`src/design/g6dec_pkg.sv`:
```
`default_nettype none

package g6dec_pkg;

    localparam int CharW    = 8;
    localparam int VertW    = 12;
    localparam int CountW   = 13;
    localparam int StatusW  = 2;
    localparam int PrefixW  = 4;
    localparam int StepW    = 3;
    localparam int BitsW    = 6;

    localparam logic [CharW-1:0]   CharHeader  = 8'h3E;   // '>'
    localparam logic [CharW-1:0]   CharLow     = 8'd63;
    localparam logic [CharW-1:0]   CharHigh    = 8'd126;
    localparam logic [PrefixW-1:0] HeaderLen   = 4'd10;
    localparam logic [PrefixW-1:0] ShortPrefix = 4'd1;
    localparam logic [PrefixW-1:0] LongPrefix  = 4'd4;
    localparam logic [CountW-1:0]  ShortMaxN   = 13'd62;
    localparam logic [CountW-1:0]  WalkEnd     = 13'd4096;
    localparam logic [StepW-1:0]   LastStep    = 3'd5;

    localparam logic [StatusW-1:0] ST_OK       = 2'd0;
    localparam logic [StatusW-1:0] ST_BAD_CHAR = 2'd1;
    localparam logic [StatusW-1:0] ST_RANGE    = 2'd2;

    localparam int FifoDepth = 2;
    localparam int FifoPtrW  = $clog2(FifoDepth);
    localparam int FifoCntW  = $clog2(FifoDepth + 1);

    // one data byte handed from front to back
    typedef struct packed {
        logic             restart;   // start of a new graph before this byte
        logic             bad;
        logic [BitsW-1:0] bits;
    } entry_t;

endpackage

`default_nettype wire

```
`src/design/g6dec_in_if.sv`:
```
`default_nettype none

interface g6dec_in_if;
    import g6dec_pkg::*;

    logic             valid;
    logic             ready;
    logic [CharW-1:0] char_code;
    logic             start_of_graph;

    modport source (output valid, output char_code, output start_of_graph, input ready);
    modport sink   (input valid, input char_code, input start_of_graph, output ready);
endinterface

`default_nettype wire

```
`src/design/g6dec_out_if.sv`:
```
`default_nettype none

interface g6dec_out_if;
    import g6dec_pkg::*;

    logic               valid;
    logic               ready;
    logic [VertW-1:0]   vertex_high;
    logic [VertW-1:0]   vertex_low;
    logic [StatusW-1:0] status;
    logic               last_of_byte;

    modport source (output valid, output vertex_high, output vertex_low, output status,
                    output last_of_byte, input ready);
    modport sink   (input valid, input vertex_high, input vertex_low, input status,
                    input last_of_byte, output ready);
endinterface

`default_nettype wire

```
`src/design/g6dec_fifo.sv`:
```
`default_nettype none

module g6dec_fifo (
    input  wire logic             clk,
    input  wire logic             rst_n,
    input  wire logic             push,
    input  wire g6dec_pkg::entry_t push_data,
    input  wire logic             pop,
    output g6dec_pkg::entry_t     head,
    output logic                  full,
    output logic                  empty
);
    import g6dec_pkg::*;

    entry_t                mem_reg [FifoDepth];
    logic [FifoPtrW-1:0]   wr_ptr_reg, wr_ptr_next;
    logic [FifoPtrW-1:0]   rd_ptr_reg, rd_ptr_next;
    logic [FifoCntW-1:0]   count_reg, count_next;

    assign full  = (count_reg == FifoCntW'(FifoDepth));
    assign empty = (count_reg == '0);
    assign head  = mem_reg[rd_ptr_reg];

    always_comb
    begin
        wr_ptr_next = wr_ptr_reg;
        rd_ptr_next = rd_ptr_reg;
        count_next  = count_reg;
        if (push)
        begin
            wr_ptr_next = (wr_ptr_reg == FifoPtrW'(FifoDepth - 1)) ? '0 : wr_ptr_reg + 1'b1;
        end
        if (pop)
        begin
            rd_ptr_next = (rd_ptr_reg == FifoPtrW'(FifoDepth - 1)) ? '0 : rd_ptr_reg + 1'b1;
        end
        if (push && !pop)
        begin
            count_next = count_reg + 1'b1;
        end
        else if (pop && !push)
        begin
            count_next = count_reg - 1'b1;
        end
    end

    always_ff @(posedge clk or negedge rst_n)
    begin
        if (!rst_n)
        begin
            wr_ptr_reg <= '0;
            rd_ptr_reg <= '0;
            count_reg  <= '0;
        end
        else
        begin
            wr_ptr_reg <= wr_ptr_next;
            rd_ptr_reg <= rd_ptr_next;
            count_reg  <= count_next;
        end
    end

    always_ff @(posedge clk)
    begin
        if (push)
        begin
            mem_reg[wr_ptr_reg] <= push_data;
        end
    end

endmodule

`default_nettype wire

```
`src/design/g6dec_front.sv`:
```
`default_nettype none

module g6dec_front (
    input  wire logic                          clk,
    input  wire logic                          rst_n,
    g6dec_in_if.sink                           chars,
    input  wire logic [g6dec_pkg::CountW-1:0]  num_vertices,
    input  wire logic                          full,
    output logic                               push,
    output g6dec_pkg::entry_t                  push_data
);
    import g6dec_pkg::*;

    logic [PrefixW-1:0] prefix_left_reg, prefix_left_next;
    logic               restart_reg, restart_next;
    logic               accept;
    logic               bad;
    logic [PrefixW-1:0] hdr_len;
    logic [PrefixW-1:0] cnt_len;
    logic [CharW-1:0]   diff;

    assign chars.ready = !full;
    assign accept      = chars.valid && chars.ready;

    assign bad     = (chars.char_code < CharLow) || (chars.char_code > CharHigh);
    assign diff    = chars.char_code - CharLow;
    assign hdr_len = (chars.char_code == CharHeader) ? HeaderLen : '0;
    assign cnt_len = (num_vertices <= ShortMaxN) ? ShortPrefix : LongPrefix;

    always_comb
    begin
        prefix_left_next = prefix_left_reg;
        restart_next     = restart_reg;
        push             = 1'b0;
        push_data.restart = restart_reg;
        push_data.bad     = bad;
        push_data.bits    = bad ? '0 : diff[BitsW-1:0];
        if (accept)
        begin
            if (chars.start_of_graph)
            begin
                // first byte decides header presence; rest of prefix is skipped
                prefix_left_next = hdr_len + cnt_len - 4'd1;
                restart_next     = 1'b1;
            end
            else if (prefix_left_reg != '0)
            begin
                prefix_left_next = prefix_left_reg - 4'd1;
            end
            else
            begin
                push         = 1'b1;
                restart_next = 1'b0;
            end
        end
    end

    always_ff @(posedge clk or negedge rst_n)
    begin
        if (!rst_n)
        begin
            prefix_left_reg <= '0;
            restart_reg     <= 1'b0;
        end
        else
        begin
            prefix_left_reg <= prefix_left_next;
            restart_reg     <= restart_next;
        end
    end

endmodule

`default_nettype wire

```
`src/design/g6dec_back.sv`:
```
`default_nettype none

module g6dec_back #(
    parameter int MAX_VERTICES = 4096
) (
    input  wire logic                          clk,
    input  wire logic                          rst_n,
    input  wire logic [g6dec_pkg::CountW-1:0]  num_vertices,
    input  wire g6dec_pkg::entry_t             head,
    input  wire logic                          empty,
    output logic                               pop,
    g6dec_out_if.source                        edges
);
    import g6dec_pkg::*;

    logic [StepW-1:0]   step_reg, step_next;
    logic [CountW-1:0]  col_reg, col_next;
    logic [VertW-1:0]   row_reg, row_next;
    logic               out_valid_reg, out_valid_next;
    logic [VertW-1:0]   out_high_reg;
    logic [VertW-1:0]   out_low_reg;
    logic [StatusW-1:0] out_status_reg;
    logic               out_last_reg;

    logic               restart_now;
    logic [CountW-1:0]  col_cur, col_s;
    logic [VertW-1:0]   row_cur, row_s;
    logic               advance, frozen;
    logic               bit_set, bad_now, emit, go;
    logic [BitsW-1:0]   rest;
    logic               over;
    logic [VertW-1:0]   res_high, res_low;
    logic [StatusW-1:0] res_status;
    logic               res_last;

    assign restart_now = head.restart && (step_reg == '0);
    assign col_cur     = restart_now ? CountW'(1) : col_reg;
    assign row_cur     = restart_now ? '0 : row_reg;

    // row index reaches the column vertex exactly when the column is done
    assign advance = (col_cur < WalkEnd) && ({1'b0, row_cur} >= col_cur);
    assign col_s   = advance ? col_cur + 1'b1 : col_cur;
    assign row_s   = advance ? '0 : row_cur;
    assign frozen  = (col_s >= WalkEnd);

    assign bit_set = head.bits[LastStep - step_reg];
    assign bad_now = head.bad && (step_reg == LastStep);
    assign rest    = head.bits << (step_reg + 3'd1);
    assign over    = (col_s >= num_vertices) || (int'(col_s) >= MAX_VERTICES);

    assign emit = !empty && (bit_set || bad_now);
    assign go   = !empty && (!emit || !out_valid_reg || edges.ready);
    assign pop  = go && (step_reg == LastStep);

    always_comb
    begin
        if (bad_now)
        begin
            res_high   = '0;
            res_low    = '0;
            res_status = ST_BAD_CHAR;
            res_last   = 1'b1;
        end
        else if (frozen)
        begin
            res_high   = '0;
            res_low    = '0;
            res_status = ST_RANGE;
            res_last   = (rest == '0);
        end
        else
        begin
            res_high   = col_s[VertW-1:0];
            res_low    = row_s;
            res_status = over ? ST_RANGE : ST_OK;
            res_last   = (rest == '0);
        end
    end

    always_comb
    begin
        step_next      = step_reg;
        col_next       = col_reg;
        row_next       = row_reg;
        out_valid_next = edges.ready ? 1'b0 : out_valid_reg;
        if (go)
        begin
            step_next = (step_reg == LastStep) ? '0 : step_reg + 3'd1;
            col_next  = col_s;
            row_next  = frozen ? row_s : row_s + 1'b1;
            if (emit)
            begin
                out_valid_next = 1'b1;
            end
        end
    end

    always_ff @(posedge clk or negedge rst_n)
    begin
        if (!rst_n)
        begin
            step_reg      <= '0;
            col_reg       <= CountW'(1);
            row_reg       <= '0;
            out_valid_reg <= 1'b0;
        end
        else
        begin
            step_reg      <= step_next;
            col_reg       <= col_next;
            row_reg       <= row_next;
            out_valid_reg <= out_valid_next;
        end
    end

    always_ff @(posedge clk)
    begin
        if (go && emit)
        begin
            out_high_reg   <= res_high;
            out_low_reg    <= res_low;
            out_status_reg <= res_status;
            out_last_reg   <= res_last;
        end
    end

    assign edges.valid        = out_valid_reg;
    assign edges.vertex_high  = out_high_reg;
    assign edges.vertex_low   = out_low_reg;
    assign edges.status       = out_status_reg;
    assign edges.last_of_byte = out_last_reg;

endmodule

`default_nettype wire

```
`src/design/graph6_edge_decoder.sv`:
```
// graph6 edge decoder.
// chars: one byte of a graph6 string per word; start_of_graph marks the first
//   byte. That byte and the rest of the header/vertex-count prefix are taken
//   one per cycle while the queue is not full and give no words on edges.
// edges: one word per set adjacency bit (vertex_high, vertex_low, status),
//   last_of_byte on the final word of a byte; a byte outside 63..126 gives a
//   single status word at the end of its slot.
// cfg_we/cfg_wdata: writes num_vertices (reset 1); write only while idle.
// Each data byte runs six walk steps in the back end, one per cycle while the
//   byte is in the queue and no stall on edges holds the walk; a 2-entry queue
//   of data bytes sits between front end and walk. Edge output is registered.
// A stall on edges freezes the walk only at a step that produces a word; the
//   front end keeps taking bytes until the queue fills.
// Reset clears the prefix counter, queue and walk (column 1, row 0).
`default_nettype none

module graph6_edge_decoder #(
    parameter int MAX_VERTICES = 4096
) (
    input  wire logic                          clk,
    input  wire logic                          rst_n,
    input  wire logic                          cfg_we,
    input  wire logic [g6dec_pkg::CountW-1:0]  cfg_wdata,
    g6dec_in_if.sink                           chars,
    g6dec_out_if.source                        edges
);
    import g6dec_pkg::*;

    logic [CountW-1:0] num_vertices_reg;
    logic              push, pop, full, empty;
    entry_t            push_data;
    entry_t            head;

    always_ff @(posedge clk or negedge rst_n)
    begin
        if (!rst_n)
        begin
            num_vertices_reg <= CountW'(1);
        end
        else if (cfg_we)
        begin
            num_vertices_reg <= cfg_wdata;
        end
    end

    g6dec_front u_front (
        .clk          (clk),
        .rst_n        (rst_n),
        .chars        (chars),
        .num_vertices (num_vertices_reg),
        .full         (full),
        .push         (push),
        .push_data    (push_data)
    );

    g6dec_fifo u_fifo (
        .clk       (clk),
        .rst_n     (rst_n),
        .push      (push),
        .push_data (push_data),
        .pop       (pop),
        .head      (head),
        .full      (full),
        .empty     (empty)
    );

    g6dec_back #(
        .MAX_VERTICES (MAX_VERTICES)
    ) u_back (
        .clk          (clk),
        .rst_n        (rst_n),
        .num_vertices (num_vertices_reg),
        .head         (head),
        .empty        (empty),
        .pop          (pop),
        .edges        (edges)
    );

endmodule

`default_nettype wire

```
`src/flat_wrapper.sv`:
```
// flat-port wrapper written by rule: the top's interface ports become plain ports
module graph6_edge_decoder_flat import g6dec_pkg::*;
#(
    parameter int MAX_VERTICES = 4096
)
  (clk, rst_n, cfg_we, cfg_wdata, chars_valid, chars_char_code, chars_start_of_graph, chars_ready, edges_valid, edges_vertex_high, edges_vertex_low, edges_status, edges_last_of_byte, edges_ready);
  g6dec_in_if chars_i ();
  g6dec_out_if edges_i ();
  input  wire logic clk;
  input  wire logic rst_n;
  input  wire logic cfg_we;
  input  wire logic [g6dec_pkg::CountW-1:0] cfg_wdata;
  input wire logic [$bits(chars_i.valid)-1:0] chars_valid;
  input wire logic [$bits(chars_i.char_code)-1:0] chars_char_code;
  input wire logic [$bits(chars_i.start_of_graph)-1:0] chars_start_of_graph;
  output wire logic [$bits(chars_i.ready)-1:0] chars_ready;
  output wire logic [$bits(edges_i.valid)-1:0] edges_valid;
  output wire logic [$bits(edges_i.vertex_high)-1:0] edges_vertex_high;
  output wire logic [$bits(edges_i.vertex_low)-1:0] edges_vertex_low;
  output wire logic [$bits(edges_i.status)-1:0] edges_status;
  output wire logic [$bits(edges_i.last_of_byte)-1:0] edges_last_of_byte;
  input wire logic [$bits(edges_i.ready)-1:0] edges_ready;
  assign chars_i.valid = chars_valid;
  assign chars_i.char_code = chars_char_code;
  assign chars_i.start_of_graph = chars_start_of_graph;
  assign chars_ready = chars_i.ready;
  assign edges_valid = edges_i.valid;
  assign edges_vertex_high = edges_i.vertex_high;
  assign edges_vertex_low = edges_i.vertex_low;
  assign edges_status = edges_i.status;
  assign edges_last_of_byte = edges_i.last_of_byte;
  assign edges_i.ready = edges_ready;
  graph6_edge_decoder #(.MAX_VERTICES(MAX_VERTICES)) u_core (.clk(clk), .rst_n(rst_n), .cfg_we(cfg_we), .cfg_wdata(cfg_wdata), .chars(chars_i), .edges(edges_i));
endmodule
```
`config.mk`:
```
export PLATFORM = sky130hd
export DESIGN_NAME = graph6_edge_decoder_flat
export DESIGN_NICKNAME = d
export VERILOG_FILES = /design/src/design/g6dec_pkg.sv /design/src/design/g6dec_in_if.sv /design/src/design/g6dec_out_if.sv /design/src/design/g6dec_fifo.sv /design/src/design/g6dec_front.sv /design/src/design/g6dec_back.sv /design/src/design/graph6_edge_decoder.sv /design/src/flat_wrapper.sv
export SDC_FILE = /design/constraint.sdc
export NUM_CORES = 1
export LEC_CHECK = 0
export ABC_AREA = 1
export BUFFER_PORTS_ARGS = -buffer_cell sky130_fd_sc_hd__buf_2
export CORE_UTILIZATION = 62
export DETAILED_ROUTE_END_ITERATION = 6
export GPL_TIMING_DRIVEN = 0
export PLACE_DENSITY = 0.83
export SETUP_SLACK_MARGIN = 0.1
export SLEW_MARGIN = 0
export SYNTH_ARGS = -nofsm -noshare
export SYNTH_HDL_FRONTEND = slang
export SYNTH_HIERARCHICAL = 1
export SYNTH_SLANG_ARGS = --single-unit
```
`constraint.sdc`:
```
create_clock -name clk -period 10.9 [get_ports clk]
set_clock_uncertainty 0.05 [all_clocks]
set_input_delay 3.27 -clock clk [delete_from_list [all_inputs] [get_ports clk]]
set_output_delay 3.27 -clock clk [all_outputs]
set_load 0.02 [all_outputs]
```
==> results.md, run 1 <==
- Final routed wirelength across all metal layers: 12.4 mm
- First DRT Iteration DRCs: a little under 300
- Leakage power: roughly 3.2 nW
- IO Pins: between 50 and 60
- Standard cell core area: ~8800 sq um
- Crit Path Category: reg2reg
- Count of inserted antenna diode cells: 0
- Delay of the slowest critical-path stage: about 390 ps
- Vias in the first global route: between 4000 and 5000
- Switching share of total power: 0.473
- First-pass GRT wire length: approximately 21 mm
- Total of endpoints with negative setup slack in the final report: 0
- Result of the run: complete, no violations
- Port Buffers: 54
- Global routing usage summed across all routing layers: 0.273
- Deepest clock path buffer count: 2
- Clock sink count: 94
- Number of rows created at floorplan: 34
- Count of flip-flops with a built-in enable after synthesis: 43
- WL met1: roughly 5.2 mm
- Total number of yosys warnings: 6
- Post-synthesis to final-layout area growth: 11.2%
- Clock latency reported for the late side of the worst-skew pair: ~360 ps
- Critical path endpoint category: flop
- Post-Syn Area per Cell: about 8.5 sq um
- Final Slew Violations: 0
- Share of power burned in combinational logic: 0.579
- RSZ-0062 raised after global routing: false
- Tightest hold margin: approximately 450 ps
- Met3 wirelength from detailed routing: ~730 um
- Critical-path top delay cell: sky130_fd_sc_hd__dfrtp_1
- Sequential share of power: 0.289
- Synth cell types: 49
- Number of hold buffers added after CTS: 0
- Tcrit/Tclk final: 0.451
- Proportion of synthesized chip area in sequential cells: 0.445
- Cell area reported after detailed placement: 6190 sq um
- Required time of the critical path: between 10000 and 15000 ps
- FF+latch count, synth: 94
- Cell class contributing the biggest share of worst-path delay: buffers and inverters
- Clock transition at path regs: 90 ps
- Maximum vdd ir drop: approximately 0.00020 V
- Sort of element at the start of the critical path: flop
- Total internal power: just over 1 mW
- Number of levels the H-tree was split into: 3
- Ratio of cells with drive above 1 in the final layout: 0.189
- Number of flip-flops under the largest register name: 16
- Total Neg Setup Slack: 0 ps
- Overall die area: ~9700 sq um
- CTS buffer count: 9
- First-pass iteration count of the detailed router: 7
- Tightest Pin Transition: 1190 ps
- Proportion of register bits with asynchronous set or reset after synthesis: 0.543
- Initial core utilization: 0.652
- Pwr/cell area: ~300 nW/um^2
- Net Switching: 0.924 mW
- Fraction of power consumed by the clock network: 0.132
- TritonCTS clock tree: yes
- Hold Fails Final Rpt: 0
- Grt total ovfl: 0
- Most used flip-flop cell after synthesis: sky130_fd_sc_hd__dfrtp_1
- Placer congestion estimate: between 0.9 and 1
- Root Driver: sky130_fd_sc_hd__clkbuf_8
- Cell area after layout: 6420 sq um
- Vertical extent of the die: 98.5 um
- Highest achievable clock rate: 203 MHz
- Post-CTS Repair Setup Buffers: 0
- Worst path buffer plus inverter count: 8
- DPL Wire Length: 9.41 mm
- Post-route DRC violation count: 0
- Mapped Area: just under 6000 sq um
- Largest net degree at the start of global routing: 52
- WL per Instance: ~14 um
- Vias per cell: approximately 5.5
- Count of nets left with antenna violations after detail routing: 0
- Minimum period implied by the final worst setup slack: 4910 ps
- Detailed-route via count: roughly 4700
- Total chip power: approximately 2 mW
- CP Max Fanout: 10
- Met2 WL post-DR: just over 6 mm
- Filler cells: approximately 670
- Layout Nets: around 810
- Remaining max-slew budget at the tightest pin: 0.207
- Initial antenna violation count: 0
- Commonest non-fill, non-tap cell in the layout: sky130_fd_sc_hd__nand2_1
- Floorplan die width: 98.5 um
- Cells after Synth: between 600 and 700
- Post-synth net total: roughly 750
- Most frequent cells in the layout: 178 x sky130_fd_sc_hd__nand2_1, 95 x sky130_fd_sc_hd__inv_1, 83 x sky130_fd_sc_hd__nor2_1
- Worst path arrival time: 4960 ps
- Tightest Hold Check Type: reg2reg
- Top metal layer carrying routed signals: met4
- Post-cts sizing count: 0
- Max capacitance violation total: 0
[cell usage after synthesis, types with 3 or more instances]
| cell type | count | area (sq um) |
|---|---|---|
| sky130_fd_sc_hd__nand3_2 | 6 | 60.1 |
| sky130_fd_sc_hd__nor2_1 | 84 | 315 |
| sky130_fd_sc_hd__xnor2_1 | 7 | 61.3 |
| sky130_fd_sc_hd__inv_1 | 95 | 357 |
| sky130_fd_sc_hd__o21ai_0 | 24 | 120 |
| sky130_fd_sc_hd__edfxtp_1 | 43 | 1290 |
| sky130_fd_sc_hd__o21ai_1 | 6 | 30.0 |
| sky130_fd_sc_hd__nand2_2 | 4 | 25.0 |
| sky130_fd_sc_hd__buf_2 | 9 | 45.0 |
| sky130_fd_sc_hd__mux2_4 | 8 | 120 |
| sky130_fd_sc_hd__buf_6 | 6 | 67.6 |
| sky130_fd_sc_hd__buf_4 | 4 | 30.0 |
| sky130_fd_sc_hd__nand4_1 | 7 | 43.8 |
| sky130_fd_sc_hd__dfrtp_1 | 49 | 1230 |
| sky130_fd_sc_hd__xor2_1 | 15 | 131 |
| sky130_fd_sc_hd__nor3_1 | 6 | 30.0 |
| sky130_fd_sc_hd__nand2_1 | 178 | 668 |
| sky130_fd_sc_hd__ha_1 | 37 | 463 |
| sky130_fd_sc_hd__a21oi_1 | 10 | 50.1 |
| sky130_fd_sc_hd__inv_2 | 8 | 30.0 |
| sky130_fd_sc_hd__nor2_4 | 3 | 33.8 |
| sky130_fd_sc_hd__nand3_1 | 32 | 160 |
| sky130_fd_sc_hd__nor2_2 | 5 | 31.3 |
[final timing paths]
| kind | from | endpoint | slack (ps) | cells after the start |
|---|---|---|---|---|
| worst max-delay path | u_core/u_back/step_reg[0]$_DFFE_PN0P_ | u_core/u_back/edges.status[1]$_SDFFCE_PP0P_ | 5990 | 26 |
| worst min-delay path | u_core/u_back/row_reg[9]$_DFFE_PN0P_ | u_core/u_back/row_reg[9]$_DFFE_PN0P_ | 450 | 2 |
| worst max register to register | u_core/u_back/step_reg[0]$_DFFE_PN0P_ | u_core/u_back/edges.status[1]$_SDFFCE_PP0P_ | 5990 | 26 |
| worst min register to register | u_core/u_back/row_reg[9]$_DFFE_PN0P_ | u_core/u_back/row_reg[9]$_DFFE_PN0P_ | 450 | 2 |
| max in group asynchronous | rst_n | u_core/u_front/prefix_left_reg[0]$_DFFE_PN0P_ | 6960 | 1 |
| min in group asynchronous | rst_n | u_core/u_back/col_reg[1]$_DFFE_PN0P_ | 3080 | 1 |
[worst register-to-register path, cell delays in order (launching register included)]
cell and delay [ps]:
sky130_fd_sc_hd__dfrtp_1 390, sky130_fd_sc_hd__buf_2 190, sky130_fd_sc_hd__inv_2 90, sky130_fd_sc_hd__ha_1 190, sky130_fd_sc_hd__nand3_4 150, sky130_fd_sc_hd__buf_6 190
sky130_fd_sc_hd__inv_2 150, sky130_fd_sc_hd__buf_2 290, sky130_fd_sc_hd__nor2_1 130, sky130_fd_sc_hd__ha_1 330, sky130_fd_sc_hd__nand2_1 60, sky130_fd_sc_hd__inv_1 50
sky130_fd_sc_hd__a21oi_1 220, sky130_fd_sc_hd__nor2_1 110, sky130_fd_sc_hd__nor2_4 190, sky130_fd_sc_hd__nand3_4 150, sky130_fd_sc_hd__buf_6 190, sky130_fd_sc_hd__nand2_1 90
sky130_fd_sc_hd__xor2_1 310, sky130_fd_sc_hd__inv_1 110, sky130_fd_sc_hd__ha_1 320, sky130_fd_sc_hd__nand2_1 90, sky130_fd_sc_hd__o221ai_1 140, sky130_fd_sc_hd__a21oi_1 180
sky130_fd_sc_hd__nor2_1 60, sky130_fd_sc_hd__o21bai_1 140, sky130_fd_sc_hd__a31oi_1 100
[cells by family after synthesis]
| group | share of synthesized area |
|---|---|
| AND/OR/NAND/NOR | 0.268 |
| AO/OA/AOI/OAI | 0.0592 |
| adder cells (fa/ha/maj) | 0.0802 |
| flip-flops | 0.445 |
| XOR/XNOR | 0.0334 |
| buffers and inverters | 0.0928 |
| multiplexers | 0.0208 |
[final cells by class]
class	count	area [sq um]	area share
clock inverters	5	82.6	0.0129
clock buffers	11	141	0.0220
inverters	104	393	0.0612
repair buffers	55	285	0.0445
plain buffers	19	143	0.0222
multi-input cells	465	2670	0.416
flip-flops and latches	94	2570	0.401
well taps	108	135	0.0211
[through the flow]
stage,setup slack [ps],util,cells
CTS,6020,0.725,861
detailed placement,5640,0.700,845
floorplan,5430,-,682
global route,5800,0.725,861
finish,5990,0.725,861
global placement,4560,0.698,844
[per-layer routing]
layer,vias up,GRT usage
li1,2309,-
met1,2178,0.325
met2,171,0.490
met3,38,0.0482
met4,0,0.116
met5,-,0
[power by group through the flow]
stage	clock network (mW)	registers (mW)	logic, mW
global route	0.277	0.575	1.23
CTS	0.263	0.563	1.12
floorplan	0	0.629	0.750
detailed placement	0	0.569	1.11
finish	0.258	0.564	1.13
global placement	0	0.569	1.05
Power figures use the tool's default switching activity.
==> run 2, diff against run 1 <==
--- a/config.mk
+++ b/config.mk
@@ -7,10 +7,10 @@
 export LEC_CHECK = 0
 export ABC_AREA = 1
 export BUFFER_PORTS_ARGS = -buffer_cell sky130_fd_sc_hd__buf_2
-export CORE_UTILIZATION = 62
+export CORE_UTILIZATION = 60
 export DETAILED_ROUTE_END_ITERATION = 6
 export GPL_TIMING_DRIVEN = 0
-export PLACE_DENSITY = 0.83
+export PLACE_DENSITY = 0.81
 export SETUP_SLACK_MARGIN = 0.1
 export SLEW_MARGIN = 0
 export SYNTH_ARGS = -nofsm -noshare
==> constraint.sdc (replaced) <==
create_clock -name clk -period 4.7 [get_ports clk]
set_clock_uncertainty 0.05 [all_clocks]
set_input_delay 1.41 -clock clk [delete_from_list [all_inputs] [get_ports clk]]
set_output_delay 1.41 -clock clk [all_outputs]
set_load 0.02 [all_outputs]
==> run 2 against run 1 <==
  * Count of clock-buffer cells in the layout is 1 lower
  * Fmax grew 12%
  * First-iteration DRC count down 33%
  * Highest routed layer unchanged
==> results.md, run 2 (same netlist as run 1, synthesis figures left out) <==
- Result of the run: complete, no violations
- Tcrit/Tclk final: 0.937 (+0.487)
- Total Neg Setup Slack: 0 ps (unchanged)
- Commonest non-fill, non-tap cell in the layout: sky130_fd_sc_hd__nand2_1
- Final Slew Violations: 0 (unchanged)
- Ratio of cells with drive above 1 in the final layout: 0.211 (+0.0219)
- Reg-to-Reg Start: u_core/u_fifo/rd_ptr_reg$_DFFE_PN0P_
- Cell area after layout: 6570 sq um (+2.3%)
- Clock sink count: 94 (unchanged)
- Overall die area: 10000 sq um (+3.3%)
- Number of levels the H-tree was split into: 3 (unchanged)
- Sort of element at the start of the critical path: flop
- Stages on worst setup path: 25 (-3.8%)
- Critical path origin: u_core/u_fifo/rd_ptr_reg$_DFFE_PN0P_
- Count of nets left with antenna violations after detail routing: 0 (unchanged)
- Layout Nets: 819 (+0.86%)
- RSZ-0062 raised after global routing: false
- Largest net degree at the start of global routing: 52 (unchanged)
- Total of endpoints with negative setup slack in the final report: 0 (unchanged)
- Floorplan die width: 100 um (+1.6%)
- Hold Fails Final Rpt: 0 (unchanged)
- Highest achievable clock rate: 227 MHz (+12%)
- Worst path arrival time: 4470 ps (-490 ps)
- Worst path buffer plus inverter count: 6 (-2)
- Count of inserted antenna diode cells: 0 (unchanged)
- Clock transition at path regs: 90 ps (about the same)
- Cell class contributing the biggest share of worst-path delay: simple AND/OR/NAND/NOR gates
- Vias in the first global route: 4501 (-4.0%)
- Pwr/cell area: 718 nW/um^2 (+140%)
- WL per Instance: 14.0 um (-3.3%)
- First-pass GRT wire length: 20.6 mm (-1.8%)
- Reg-to-reg critical path endpoint: u_core/u_back/edges.status[1]$_SDFFCE_PP0P_
- Global routing usage summed across all routing layers: 0.266 (-0.00786)
- Number of rows created at floorplan: 35 (+2.9%)
- Initial core utilization: 0.621 (-0.0306)
- Delay of the slowest critical-path stage: 390 ps (about the same)
- Grt total ovfl: 0 (unchanged)
- Top cell by count, worst path: sky130_fd_sc_hd__nand2_1
- CP Max Fanout: 10 (unchanged)
- Reg2reg path depth: 25 (-3.8%)
- Total chip power: 4.71 mW (+140%)
- Minimum period implied by the final worst setup slack: 4410 ps (-508 ps)
- Required time of the critical path: 4760 ps (-6180 ps)
- Crit Path Category: reg2reg
- Number of flip-flops under the largest register name: 16 (unchanged)
- Capture point of the critical path: u_core/u_back/edges.status[1]$_SDFFCE_PP0P_
- Critical path endpoint category: flop
- Critical-path top delay cell: sky130_fd_sc_hd__dfrtp_1
- First-pass iteration count of the detailed router: 5 (-2)
- Post-synthesis to final-layout area growth: 13.8%
- Final routed wirelength across all metal layers: 12.4 mm (-0.14%)
- Tightest Hold Check Type: reg2reg
- IO Pins: 56 (unchanged)
- Worst reg-to-reg setup slack: 290 ps (-5690 ps)
- Detailed-route via count: 4624 (-1.5%)
- Port Buffers: 54 (unchanged)
- DPL Wire Length: 9.16 mm (-2.6%)
- Vias per cell: 5.20 (-4.6%)
- Max capacitance violation total: 0 (unchanged)
- Root Driver: sky130_fd_sc_hd__clkbuf_8
- Placer congestion estimate: 0.889 (-4.3%)
- First DRT Iteration DRCs: 194 (-33%)
- Standard cell core area: 9280 sq um (+4.9%)
- Crit path setup slack, layout: 294 ps (-5690 ps)
- Deepest clock path buffer count: 2 (unchanged)
- Vertical extent of the die: 100 um (+1.6%)
- Filler cells: 754 (+12%)
- TritonCTS clock tree: yes
- Most frequent cells in the layout: 178 x sky130_fd_sc_hd__nand2_1, 95 x sky130_fd_sc_hd__inv_1, 76 x sky130_fd_sc_hd__nor2_1
- Tightest Pin Transition: 840 ps (-350 ps)
- Clock latency reported for the late side of the worst-skew pair: 370 ps (about the same)
- Cell area reported after detailed placement: 6210 sq um (+0.26%)
- Post-route DRC violation count: 0 (unchanged)
- Maximum vdd ir drop: 0.000302 V (+49%)
- CTS buffer count: 9 (unchanged)
- Leakage power: 3.27 nW (+1.1%)
- Worst slack at placement: -63.2 ps (-5710 ps)
- Initial antenna violation count: 0 (unchanged)
- Remaining max-slew budget at the tightest pin: 0.439 (+0.232)
run 2: cell types whose count changed in the layout (fill, tap and decap cells not counted), moves of 2 or more:
cell,delta
sky130_fd_sc_hd__nor2_2,+4
sky130_fd_sc_hd__xor2_2,+2
sky130_fd_sc_hd__nor2_1,-7
sky130_fd_sc_hd__nor2_4,+3
sky130_fd_sc_hd__buf_2,-3
sky130_fd_sc_hd__xor2_1,-2
sky130_fd_sc_hd__buf_6,-2
sky130_fd_sc_hd__buf_4,+10
sky130_fd_sc_hd__a21oi_2,+3
sky130_fd_sc_hd__a21oi_1,-3
run 2: what timing repair did:
item,CTS,global route
pin swaps,1,8
setup buffers,0,8
hold buffers,0,0
resized for setup,5,18
setup endpoints to repair,1,4
run 2: worst min path at each step:
stage / endpoint / slack (ps) / depth (start not counted) / from
global placement: u_core/u_back/row_reg[11]$_DFFE_PN0P_ / 410 / 2 / u_core/u_back/row_reg[11]$_DFFE_PN0P_
CTS: u_core/u_back/row_reg[11]$_DFFE_PN0P_ / 440 / 2 / u_core/u_back/row_reg[11]$_DFFE_PN0P_
detailed placement: u_core/u_back/row_reg[8]$_DFFE_PN0P_ / 420 / 2 / u_core/u_back/row_reg[8]$_DFFE_PN0P_
finish: u_core/u_back/row_reg[8]$_DFFE_PN0P_ / 440 / 2 / u_core/u_back/row_reg[8]$_DFFE_PN0P_
floorplan: u_core/u_back/row_reg[8]$_DFFE_PN0P_ / 400 / 2 / u_core/u_back/row_reg[8]$_DFFE_PN0P_
global route: u_core/u_back/row_reg[11]$_DFFE_PN0P_ / 470 / 2 / u_core/u_back/row_reg[11]$_DFFE_PN0P_
run 2: layer usage:
| metal | global-route usage | vias to the layer above | wire (um) |
|---|---|---|---|
| li1 | - | 2321 | - |
| met1 | 0.333 | 2151 | 5490 |
| met2 | 0.459 | 136 | 6160 |
| met3 | 0.0529 | 16 | 578 |
| met4 | 0.0936 | 0 | 183 |
| met5 | 0 | - | 0 |
run 2: layout make-up:
class	instances	area [sq um]	area share
multi-input combinational	465	2730	0.415
sequential	94	2570	0.391
inverter	104	395	0.0602
timing repair buffer	62	333	0.0507
buffer	19	168	0.0255
tap	129	161	0.0246
clock buffer	10	128	0.0194
clock inverter	6	86.3	0.0131
run 2: through the flow:
step | cells | utilization | hold WS, ps
after floorplan | 682 | - | 399
after global placement | 865 | 0.668 | 414
after detailed placement | 865 | 0.669 | 422
after CTS | 881 | 0.694 | 445
after global routing | 889 | 0.707 | 467
final | 889 | 0.707 | 440
run 2: worst register-to-register path: cells and delay by family (launching register included):
family	cells	cell delay (ps)
AOI/OAI and AO/OA	5	700
DFF	1	390
muxes	1	310
buffers and inverters	6	770
and+or+nand+nor	10	1110
adders and majority gates	2	610
xor gates and xnor gates	1	200
run 2: power breakdown:
part	switching [mW]	internal [mW]	leakage [nW]	total (mW)
clock network	0.292	0.300	0.108	0.592
registers	0.116	1.19	1.05	1.31
logic	1.80	1.01	2.11	2.82
